--- config.mk ---
export PLATFORM = sky130hd
export DESIGN_NAME = mqtt_fixed_header_decoder_core
export DESIGN_NICKNAME = d
export VERILOG_FILES = /design/src/rtl/mfh_pkg.sv /design/src/rtl/mfh_step.sv /design/src/rtl/mfh_out_buf.sv /design/src/rtl/mqtt_fixed_header_decoder_core.sv
export SDC_FILE = /design/constraint.sdc
export NUM_CORES = 1
export LEC_CHECK = 0
export CORE_MARGIN = 3
export CORE_UTILIZATION = 65
export CTS_BUF_LIST = sky130_fd_sc_hd__clkbuf_16
export DETAILED_ROUTE_END_ITERATION = 8
export DONT_BUFFER_PORTS = 1
export PLACE_DENSITY_LB_ADDON = 0.05
export SETUP_SLACK_MARGIN = 0.15
export SLEW_MARGIN = 20
export SYNTH_ARGS = -nofsm -noshare
export SYNTH_HDL_FRONTEND = slang
export SYNTH_SLANG_ARGS = --single-unit
--- constraint.sdc ---
create_clock -name clk_i -period 6.7 [get_ports clk_i]
set_input_delay 0.67 -clock clk_i [delete_from_list [all_inputs] [get_ports clk_i]]
set_output_delay 0.67 -clock clk_i [all_outputs]
set_load 0.005 [all_outputs]
--- src/rtl/mfh_pkg.sv ---
// ----------------------------------------------------------------------------
// MQTT fixed header decoder package
// Shared types, status codes and the flag check for the header decoder.
// ----------------------------------------------------------------------------
package mfh_pkg;

  localparam int unsigned LenW = 28;

  typedef enum logic [1:0] {
    StOk       = 2'd0,
    StBadFlags = 2'd1,
    StBadLen   = 2'd2
  } status_e;

  localparam logic [3:0] FlagsTwo  = 4'h2;
  localparam logic [3:0] FlagsZero = 4'h0;
  localparam logic [3:0] QosMask   = 4'h6;

  localparam logic [3:0] KindReservedLow  = 4'd0;
  localparam logic [3:0] KindPublish      = 4'd3;
  localparam logic [3:0] KindPubrel       = 4'd6;
  localparam logic [3:0] KindSubscribe    = 4'd8;
  localparam logic [3:0] KindUnsubscribe  = 4'd10;
  localparam logic [3:0] KindReservedHigh = 4'd15;

  typedef struct packed {
    logic            in_len;
    logic [3:0]      kind;
    logic [3:0]      flags;
    logic [LenW-1:0] acc;
    logic [1:0]      cnt;
  } state_t;

  typedef struct packed {
    logic [3:0]      kind;
    logic [3:0]      flags;
    logic [LenW-1:0] length;
    status_e         status;
  } result_t;

  function automatic logic flags_ok(input logic [3:0] kind, input logic [3:0] flags);
    logic ok;
    case (kind)
      KindPubrel, KindSubscribe, KindUnsubscribe: ok = (flags == FlagsTwo);
      KindPublish: ok = ((flags & QosMask) != QosMask);
      KindReservedLow, KindReservedHigh: ok = 1'b1;
      default: ok = (flags == FlagsZero);
    endcase
    return ok;
  endfunction

endpackage

--- src/rtl/mfh_step.sv ---
// ----------------------------------------------------------------------------
// MQTT fixed header decoder step
// Combinational update of the header state for one stream byte.
// ----------------------------------------------------------------------------
module mfh_step (
  input  mfh_pkg::state_t  state_i,
  input  logic [7:0]       stream_byte_i,
  output mfh_pkg::state_t  state_o,
  output logic             res_valid_o,
  output mfh_pkg::result_t res_o
);

  logic [mfh_pkg::LenW-1:0] shifted;
  logic [mfh_pkg::LenW-1:0] acc_sum;
  logic [3:0]               new_kind;
  logic [3:0]               new_flags;

  assign new_kind  = stream_byte_i[7:4];
  assign new_flags = stream_byte_i[3:0];

  always_comb begin
    case (state_i.cnt)
      2'd0:    shifted = {21'd0, stream_byte_i[6:0]};
      2'd1:    shifted = {14'd0, stream_byte_i[6:0], 7'd0};
      2'd2:    shifted = {7'd0, stream_byte_i[6:0], 14'd0};
      default: shifted = {stream_byte_i[6:0], 21'd0};
    endcase
  end

  assign acc_sum = state_i.acc + shifted;

  always_comb begin
    state_o     = state_i;
    res_valid_o = 1'b0;
    res_o.kind   = state_i.kind;
    res_o.flags  = state_i.flags;
    res_o.length = '0;
    res_o.status = mfh_pkg::StOk;
    if (!state_i.in_len) begin
      state_o.kind  = new_kind;
      state_o.flags = new_flags;
      res_o.kind    = new_kind;
      res_o.flags   = new_flags;
      if (!mfh_pkg::flags_ok(new_kind, new_flags)) begin
        res_valid_o  = 1'b1;
        res_o.status = mfh_pkg::StBadFlags;
      end else begin
        state_o.in_len = 1'b1;
        state_o.acc    = '0;
        state_o.cnt    = 2'd0;
      end
    end else begin
      state_o.acc = acc_sum;
      if (stream_byte_i[7]) begin
        if (state_i.cnt == 2'd3) begin
          state_o.in_len = 1'b0;
          state_o.cnt    = 2'd0;
          res_valid_o    = 1'b1;
          res_o.status   = mfh_pkg::StBadLen;
        end else begin
          state_o.cnt = state_i.cnt + 2'd1;
        end
      end else begin
        state_o.in_len = 1'b0;
        state_o.cnt    = 2'd0;
        res_valid_o    = 1'b1;
        res_o.length   = acc_sum;
      end
    end
  end

endmodule

--- src/rtl/mfh_out_buf.sv ---
// ----------------------------------------------------------------------------
// MQTT fixed header decoder output buffer
// Result register with a skid entry so the input side keeps moving while a
// result waits.
// ----------------------------------------------------------------------------
module mfh_out_buf (
  input  logic             clk_i,
  input  logic             rst_ni,
  input  logic             res_valid_i,
  input  mfh_pkg::result_t res_i,
  output logic             full_o,
  output logic             out_valid_o,
  input  logic             out_stall_i,
  output mfh_pkg::result_t out_o
);

  logic             out_valid_q, out_valid_d;
  logic             skid_valid_q, skid_valid_d;
  mfh_pkg::result_t out_q, out_d;
  mfh_pkg::result_t skid_q, skid_d;

  always_comb begin
    out_valid_d  = out_valid_q;
    skid_valid_d = skid_valid_q;
    out_d        = out_q;
    skid_d       = skid_q;
    if (!out_valid_q || !out_stall_i) begin
      if (skid_valid_q) begin
        out_valid_d  = 1'b1;
        out_d        = skid_q;
        skid_valid_d = 1'b0;
      end else begin
        out_valid_d = res_valid_i;
        out_d       = res_i;
      end
    end else if (res_valid_i) begin
      skid_valid_d = 1'b1;
      skid_d       = res_i;
    end
  end

  always_ff @(posedge clk_i or negedge rst_ni) begin
    if (!rst_ni) begin
      out_valid_q  <= 1'b0;
      skid_valid_q <= 1'b0;
    end else begin
      out_valid_q  <= out_valid_d;
      skid_valid_q <= skid_valid_d;
    end
  end

  always_ff @(posedge clk_i) begin
    out_q  <= out_d;
    skid_q <= skid_d;
  end

  assign full_o      = skid_valid_q;
  assign out_valid_o = out_valid_q;
  assign out_o       = out_q;

  a_skid_behind_out: assert property (@(posedge clk_i) disable iff (!rst_ni)
    skid_valid_q |-> out_valid_q)
    else $error("skid entry held without an output entry");

  a_out_held: assert property (@(posedge clk_i) disable iff (!rst_ni)
    (out_valid_q && out_stall_i) |=> (out_valid_q && out_q == $past(out_q)))
    else $error("stalled result changed");

  a_no_res_when_full: assert property (@(posedge clk_i) disable iff (!rst_ni)
    skid_valid_q |-> !res_valid_i)
    else $error("result arrived while the skid entry was full");

endmodule

--- src/rtl/mqtt_fixed_header_decoder_core.sv ---
// ----------------------------------------------------------------------------
// MQTT fixed header decoder core
// Results: the result of the byte that ends a header (a bad first byte or the last
// remaining length byte) is registered in the output register, or in the skid entry while the output stalls.
// Throughput: one stream byte per cycle unless the full output buffer stalls the
// input; a two-entry output buffer decouples the output stall.
// Reset: asynchronous, active low; clears the header state and the buffer.
// ----------------------------------------------------------------------------
module mqtt_fixed_header_decoder_core (
  input  logic        clk_i,
  input  logic        rst_ni,
  input  logic        in_valid_i,
  output logic        in_stall_o,
  input  logic [7:0]  stream_byte_i,
  output logic        out_valid_o,
  input  logic        out_stall_i,
  output logic [3:0]  packet_kind_o,
  output logic [3:0]  header_flags_o,
  output logic [27:0] payload_length_o,
  output logic [1:0]  status_o
);

  mfh_pkg::state_t  state_q, state_d, step_state;
  mfh_pkg::result_t step_res, out_res;
  logic             step_valid;
  logic             accept;
  logic             buf_full;

  assign in_stall_o = buf_full;
  assign accept     = in_valid_i && !buf_full;

  mfh_step u_step (
    .state_i       (state_q),
    .stream_byte_i (stream_byte_i),
    .state_o       (step_state),
    .res_valid_o   (step_valid),
    .res_o         (step_res)
  );

  assign state_d = accept ? step_state : state_q;

  always_ff @(posedge clk_i or negedge rst_ni) begin
    if (!rst_ni) begin
      state_q <= '0;
    end else begin
      state_q <= state_d;
    end
  end

  mfh_out_buf u_out_buf (
    .clk_i       (clk_i),
    .rst_ni      (rst_ni),
    .res_valid_i (accept && step_valid),
    .res_i       (step_res),
    .full_o      (buf_full),
    .out_valid_o (out_valid_o),
    .out_stall_i (out_stall_i),
    .out_o       (out_res)
  );

  assign packet_kind_o    = out_res.kind;
  assign header_flags_o   = out_res.flags;
  assign payload_length_o = out_res.length;
  assign status_o         = out_res.status;

  a_cnt_in_len: assert property (@(posedge clk_i) disable iff (!rst_ni)
    (state_q.cnt != 2'd0) |-> state_q.in_len)
    else $error("length byte count set outside the length phase");

  a_err_zero_len: assert property (@(posedge clk_i) disable iff (!rst_ni)
    (out_valid_o && status_o != mfh_pkg::StOk) |-> (payload_length_o == '0))
    else $error("error result carries a nonzero length");

  a_status_code: assert property (@(posedge clk_i) disable iff (!rst_ni)
    out_valid_o |-> (status_o == mfh_pkg::StOk || status_o == mfh_pkg::StBadFlags ||
                     status_o == mfh_pkg::StBadLen))
    else $error("undefined status code on output");

  a_hold_on_stall: assert property (@(posedge clk_i) disable iff (!rst_ni)
    !accept |=> (state_q == $past(state_q)))
    else $error("header state changed without a transfer");

endmodule

==> results.py, run 1 <==
metrics = {
    "clocking": {
        "post_cts.repair.setup_buffers": 0,
        "path_clk_slew_ns": 0.06,
        "cts-root-buf": "sky130_fd_sc_hd__clkbuf_16",
        "cts_max_path_buffers": 2,
        "worstSkewPairLatency_ns": 0.41,
        "clock_tree_from_tritoncts": "built",
        "htreeDepth": 4,
        "numCtsBuffers": 17,
        "clkSinkCount": 117,
    },
    "synth": {
        "synth_sequential_area_ratio_pct": 51.7,
        "synth_top_area_share_pct": 35.7,
        "synth_cell_type_count": 57,
        "syn_avg_cell_area_um2": 10.8,
        "ys.flop_type": "sky130_fd_sc_hd__edfxtp_1",
        "syn_area_um2": 6400,
        "ys_top_cells_by_area": "sky130_fd_sc_hd__edfxtp_1, sky130_fd_sc_hd__dfrtp_1, sky130_fd_sc_hd__ha_1, sky130_fd_sc_hd__nand2_1, sky130_fd_sc_hd__mux2_2",
        "yosys_register_bits": 117,
        "postSynthCellCount": 592,
        "yosys.area.top_type": "sky130_fd_sc_hd__edfxtp_1",
        "synth.net_count": 637,
        "ys_async_sr_fraction_pct": 35.0,
        "synth-warning-count": 0,
        "number_of_synthesized_flops_with_an_enable_pin": 76,
    },
    "floorplanning": {
        "io_pins": 52,
        "floorplan.initialDensity_pct": 67.9,
        "chipHeight_um": 105,
        "fp.dieArea_um2": 11100,
        "placeableCoreArea_um2": 9420,
        "fp_rows": 35,
        "dieWidth_um": 105,
    },
    "power_and_ir_drop": {
        "power_per_cell_area_nw_per_um2": 406,
        "power_leakage_nw": 2.88,
        "irDropWorstVdd_v": 0.000228,
        "power_mw": 2.87,
    },
    "timing": {
        "final.setup.tns_ns": 0,
        "setup-violations-final": 0,
        "achievable-frequency_mhz": 257,
        "timing.final.hold_violations": 0,
        "final_clock_period_utilization_by_the_worst_path_pct": 58.0,
        "final_period_minus_worst_setup_slack_ns": 3.89,
        "worst-slew-pin-transition_ns": 1.24,
        "finalClockSkew_ns": 0.00980,
        "worst_slew_margin_relative_to_its_limit_pct": 16.8,
        "grt_setup_unrepaired": "false",
        "maxSlewViolCount": 0,
    },
    "worst_setup_path": {
        "cp-start-kind": "flop",
        "critPathMaxStageDelay_ns": 0.50,
        "cp.required_ns": 6.97,
        "path_buf_inv": 1,
        "path_class": "flop to flop",
        "crit_path_frequent_cell": "sky130_fd_sc_hd__ha_1",
        "worst_path_max_delay_cell": "sky130_fd_sc_hd__xnor2_1",
        "worst_ep_arrival_time_ns": 4.16,
        "timing.critical_path.fanout_max": 9,
        "crit_path_max_delay_family": "simple AND/OR/NAND/NOR gates",
        "worst-r2r-cell-count": 13,
        "critical_path_cell_count": 13,
        "crit_path_end_kind": "flop",
        "critical_path.cell_chain": "ha_1 > nor2b_1 > and2_1 > ha_1 > inv_1 > fa_1 > and2b_1 > o2111ai_1 > a31oi_1 > nand2b_1 > a41oi_1 > xnor2_1 > a22o_1",
    },
    "place": {
        "port-buffer-count": 0,
        "dp.cells": 695,
        "place_hpwl_um": 10800,
        "detailed_place.area_um2": 6490,
        "globalplace.congestion": 0.965,
    },
    "layout": {
        "area_growth_syn_to_layout_pct": 10.5,
        "fillers": 604,
        "finish.utilization_pct": 75.1,
        "combined_area_of_the_multi_input_logic_cells_um2": 2920,
        "final_nets": 631,
        "layout_cell_share_with_drive_strength_beyond_1_pct": 11.4,
        "antenna-diode-count": 0,
        "final-seq-area_um2": 3310,
        "finish.cell_count_without_fillers": 728,
        "design_area_final_um2": 7070,
    },
    "worst_hold_path": {
        "hold_path_class": "input pin to asynchronous set/reset pin",
    },
    "grt": {
        "grt.total_usage_pct": 29.5,
        "grt_pass1_wl_um": 25000,
        "grt_max_degree": 51,
        "grt_pass1_vias": 4557,
        "gr-total-overflow": 0,
        "grt_antenna_before_repair": 0,
    },
    "run": {
        "max-cap-violations": 0,
    },
    "drt": {
        "drt_pass1_iterations": 5,
        "drc_viols": 0,
        "route.antenna.remaining_nets": 0,
        "route.detailed.wl_per_inst_um": 21.8,
        "via_count": 4780,
        "drt_first_iter_violations": 533,
        "detailed_route_wire_length_um": 15900,
        "detail_route.vias_per_cell": 6.57,
    },
    "run_status": {
        "run_status": "complete, no violations",
    },
}
## layout by cell type, fill, tap and decap left out, drive strengths merged, types with 6 or more instances in the layout
master	n
inv	21
o21ai	24
a21oi	27
o31ai	18
nor2	26
a22o	21
edfxtp	76
clkinv	7
mux2	24
nand4	8
o21a	8
nand3	13
dfrtp	41
xor2	10
xnor2	18
ha	32
nand2	89
nor3	6
clkbuf	17
a31oi	6
and2	40
## through the flow
stage          hold slack (ns)  setup slack [ns]
2_1_floorplan            0.374              1.72
3_3_place_gp             0.375              3.08
3_5_place_dp             0.375              2.96
4_1_cts                  0.105              2.93
5_1_grt                 0.0975              2.66
6_report                0.0919              2.81
## cells in the mapped netlist (all sizes together) (2+ instances only)
cell type,count
buf,4
xnor2,18
o21a,8
and3,4
ha,32
xor2,10
nand3,13
clkbuf,26
a22o,21
nor3,6
nand2,89
nand2b,5
a21oi,27
edfxtp,76
and2,40
a21o,3
o221ai,2
nor2,26
inv,17
nor4,2
a21boi,3
o31ai,18
nor3b,3
a211oi,5
mux2,24
o211ai,5
dfrtp,41
nor2b,5
a31oi,6
nand4,8
o21ai,24
o21bai,4
## cells by family (layout without fill, tap and decap cells)
| kind of cell | count (synthesis) | count (layout) | share of synthesized area (%) |
|---|---|---|---|
| adders and majority gates | 33 | 33 | 6.57 |
| and+or+nand+nor | 206 | 206 | 15.6 |
| muxes | 24 | 24 | 4.23 |
| xor gates and xnor gates | 28 | 28 | 3.83 |
| AOI/OAI and AO/OA | 137 | 137 | 15.2 |
| DFF | 117 | 117 | 51.7 |
| buffers and inverters | 47 | 54 | 2.84 |
## sequential cells by signal, indices dropped and copies added, names as in the netlist
signal,count
state_q,39
u_out_buf.full_o,1
u_out_buf.out_o,38
u_out_buf.out_valid_o,1
u_out_buf.skid_q,38
## what timing repair did
action	in CTS	in global routing
gates resized for setup	0	0
hold buffers	1	0
endpoints found under the hold margin	41	0
## per-layer routing
metal | share of wire, % | global-route usage, % | vias up | wire length (um)
met1 | 46 | 44.9 | 2340 | 7290
met2 | 43 | 41.8 | 259 | 6840
met5 | 0 | 0 | - | 0
li1 | - | - | 2148 | -
met3 | 8.5 | 6.49 | 33 | 1350
met4 | 2.3 | 9.93 | 0 | 366
## where the power goes
group | internal, mW | leakage, nW | switching (mW)
Clock | 0.511 | 0.263 | 0.340
Sequential | 1.01 | 1.31 | 0.129
Combinational | 0.304 | 1.30 | 0.575
## worst paths after layout
path,from,slack [ns],to
worst min-delay path,rst_ni,0.09,state_q[14]$_DFFE_PN0P_
worst max register to register,state_q[0]$_DFFE_PN0P_,2.81,u_out_buf.out_o[14]$_DFFE_PN_
max in group asynchronous,rst_ni,6.38,u_out_buf.full_o$_DFFE_PN0P_
min in group clk_i,stream_byte_i[7],0.44,state_q[1]$_DFFE_PN0P_
worst max-delay path,state_q[0]$_DFFE_PN0P_,2.81,u_out_buf.out_o[14]$_DFFE_PN_
worst min register to register,state_q[37]$_DFFE_PN0P_,0.48,state_q[37]$_DFFE_PN0P_
## cell type report
cell class | count | share of cell area (%)
Multi-Input combinational cell | 428 | 41.3
Clock buffer | 17 | 6.02
Inverter | 17 | 0.903
Sequential cell | 117 | 46.8
Timing Repair Buffer | 5 | 0.814
Clock inverter | 15 | 1.84
Tap cell | 129 | 2.28
(Power assumes the default switching activity.)
==> inputs of run 2 (changes only) <==
CORE_UTILIZATION = 64   (was 65)
clock period = 4 ns   (was 6.7 ns; I/O delays follow)
==> run 2 against run 1 <==
Maximum frequency increased by 3.6%. Flip-flop and latch count unchanged. Worst hold slack gained 0.065 ns. Global-route usage up 1.9 points. Utilization up 0.58 points. Register-to-register slack worse by 2.6 ns. Clock power increased by 90%. Sequential share of layout area decreased by 0.57 points. Setup slack worse by 2.6 ns. Critical path depth shrank 3. Clock skew grew 0.0039 ns. Largest cell class unchanged. Largest power group unchanged.
==> results.py, run 2 (synthesis results as in run 1) <==
metrics = {
    "run_status": {
        "run_status": "complete, no violations",
    },
    "grt": {
        "grt.total_usage_pct": 31.4,
        "grt_pass1_vias": 4680,
        "grt_max_degree": 56,
        "grt_pass1_wl_um": 26500,
        "grt_antenna_before_repair": 0,
        "gr-total-overflow": 0,
    },
    "floorplanning": {
        "fp.dieArea_um2": 11200,
        "chipHeight_um": 106,
        "placeableCoreArea_um2": 9460,
        "dieWidth_um": 106,
        "floorplan.initialDensity_pct": 67.6,
        "fp_rows": 35,
        "io_pins": 52,
    },
    "clocking": {
        "cts-root-buf": "sky130_fd_sc_hd__clkbuf_16",
        "cts_max_path_buffers": 2,
        "numCtsBuffers": 17,
        "htreeDepth": 4,
        "clock_tree_from_tritoncts": "built",
        "clkSinkCount": 117,
        "post_cts.repair.setup_buffers": 0,
        "worstSkewPairLatency_ns": 0.41,
        "path_clk_slew_ns": 0.06,
    },
    "worst_setup_path": {
        "worst_ep_arrival_time_ns": 4.02,
        "crit_path_end_kind": "flop",
        "worst_setup_path_startpoint": "state_q[0]$_DFFE_PN0P_",
        "cp-start-kind": "flop",
        "reg2reg_slack_ns": 0.25,
        "worst-r2r-cell-count": 10,
        "critical_path.cell_chain": "ha_1 > nor2b_1 > and2_1 > ha_1 > and3_1 > or4b_4 > a31oi_4 > a21oi_1 > xnor2_1 > and2_1",
        "worst_setup_path_endpoint": "u_out_buf.skid_q[23]$_DFFE_PP_",
        "timing.critical_path.fanout_max": 9,
        "reg2reg_from": "state_q[0]$_DFFE_PN0P_",
        "critPathMaxStageDelay_ns": 0.52,
        "cp.required_ns": 4.26,
        "worst_r2r_endpoint": "u_out_buf.skid_q[23]$_DFFE_PP_",
        "worst_path_max_delay_cell": "sky130_fd_sc_hd__or4b_4",
        "path_class": "flop to flop",
    },
    "worst_hold_path": {
        "holdCritStartpoint": "in_valid_i",
        "hold_path_class": "input pin to flop",
    },
    "layout": {
        "fillers": 620,
        "layout_commonest_cell": "sky130_fd_sc_hd__nand2_1",
        "area_growth_syn_to_layout_pct": 11.9,
        "combined_area_of_the_multi_input_logic_cells_um2": 2930,
        "largest_register": "state_q",
        "layout_cell_share_with_drive_strength_beyond_1_pct": 12.2,
        "finish.cell_count_without_fillers": 729,
        "final-seq-area_um2": 3310,
        "finish.utilization_pct": 75.7,
        "most-common-layout-cells": "sky130_fd_sc_hd__nand2_1, sky130_fd_sc_hd__edfxtp_1, sky130_fd_sc_hd__and2_1, sky130_fd_sc_hd__dfrtp_1, sky130_fd_sc_hd__ha_1",
        "design_area_final_um2": 7160,
        "final_nets": 632,
        "largest_register_ffs": 39,
        "antenna-diode-count": 0,
    },
    "power_and_ir_drop": {
        "irDropWorstVdd_v": 0.000368,
        "power_mw": 5.03,
        "power_per_cell_area_nw_per_um2": 702,
        "power_leakage_nw": 2.93,
    },
    "place": {
        "pre_cts_ws_ns": 0.312,
        "detailed_place.area_um2": 6490,
        "port-buffer-count": 0,
        "dp.cells": 695,
        "place_hpwl_um": 11300,
        "globalplace.congestion": 0.973,
    },
    "timing": {
        "grt_setup_unrepaired": "false",
        "worst_hold_margin_ns": 0.157,
        "final.setup.tns_ns": 0,
        "maxSlewViolCount": 0,
        "worst_slew_margin_relative_to_its_limit_pct": 35.5,
        "setup-violations-final": 0,
        "final_clock_period_utilization_by_the_worst_path_pct": 93.8,
        "achievable-frequency_mhz": 267,
        "final_period_minus_worst_setup_slack_ns": 3.75,
        "setup_ws_ns": 0.248,
        "finalClockSkew_ns": 0.0137,
        "worst-slew-pin-transition_ns": 0.965,
        "timing.final.hold_violations": 0,
    },
    "drt": {
        "detail_route.vias_per_cell": 6.60,
        "route.detailed.wl_per_inst_um": 23.2,
        "via_count": 4813,
        "drt_first_iter_violations": 570,
        "drt_pass1_iterations": 7,
        "detailed_route_wire_length_um": 16900,
        "drc_viols": 0,
        "route.antenna.remaining_nets": 0,
    },
    "run": {
        "max-cap-violations": 0,
    },
}
==> run 2: cell types whose count changed in the layout (fill, tap and decap cells not counted), moves of 2 or more <==
cell                         delta
sky130_fd_sc_hd__clkinv_4       +2
sky130_fd_sc_hd__clkinvlp_4     -2
sky130_fd_sc_hd__bufinv_16      +2
sky130_fd_sc_hd__inv_6          -2
sky130_fd_sc_hd__clkinv_1       -3
sky130_fd_sc_hd__inv_8          +3
==> run 2: worst max-delay path, delay by kind of cell, from the launching register on <==
| family | cells | cell delay (ns) |
|---|---|---|
| flip-flops | 1 | 0.43 |
| XOR/XNOR | 1 | 0.52 |
| AO/OA/AOI/OAI | 2 | 0.39 |
| adder cells (fa/ha/maj) | 2 | 0.63 |
| AND/OR/NAND/NOR | 5 | 1.62 |
==> run 2: worst min-delay path by stage <==
stage,cells after the start,endpoint,slack (ns)
6_report,2,u_out_buf.out_valid_o$_DFFE_PN0N_,0.16
5_1_grt,2,u_out_buf.out_valid_o$_DFFE_PN0N_,0.16
4_1_cts,2,u_out_buf.out_valid_o$_DFFE_PN0N_,0.16
3_5_place_dp,0,state_q[23]$_DFFE_PN0P_,0.11
3_3_place_gp,0,state_q[23]$_DFFE_PN0P_,0.11
2_1_floorplan,0,state_q[0]$_DFFE_PN0P_,0.10
==> run 2: cell type report <==
class,instances,area share (%)
Inverter,17,0.892
Sequential cell,117,46.2
Clock inverter,15,2.76
Tap cell,129,2.26
Timing Repair Buffer,6,0.944
Clock buffer,17,5.94
Multi-Input combinational cell,428,41.0
==> run 2: where the power goes <==
part / leakage (nW) / internal, mW / total [mW] / switching (mW)
Sequential: 1.31 / 1.69 / 1.91 / 0.224
Clock: 0.304 / 1.00 / 1.62 / 0.624
Combinational: 1.32 / 0.518 / 1.49 / 0.969
Total: 2.93 / 3.21 / 5.03 / 1.82
==> run 2: timing repair <==
item,4_1_cts,5_1_grt
endpoints found under the hold margin,41,0
endpoints found under the setup margin,0,19
resized for setup,0,2
hold buffers,2,0
==> run 2: per-layer routing <==
metal	global-route usage, %	vias to the layer above	part of all wire [%]	routed length (um)
met5	0	-	0	0
li1	-	2153	-	-
met1	47.4	2321	44	7450
met2	46.4	306	45	7630
met4	8.51	0	1.6	275
met3	6.80	33	9.3	1570
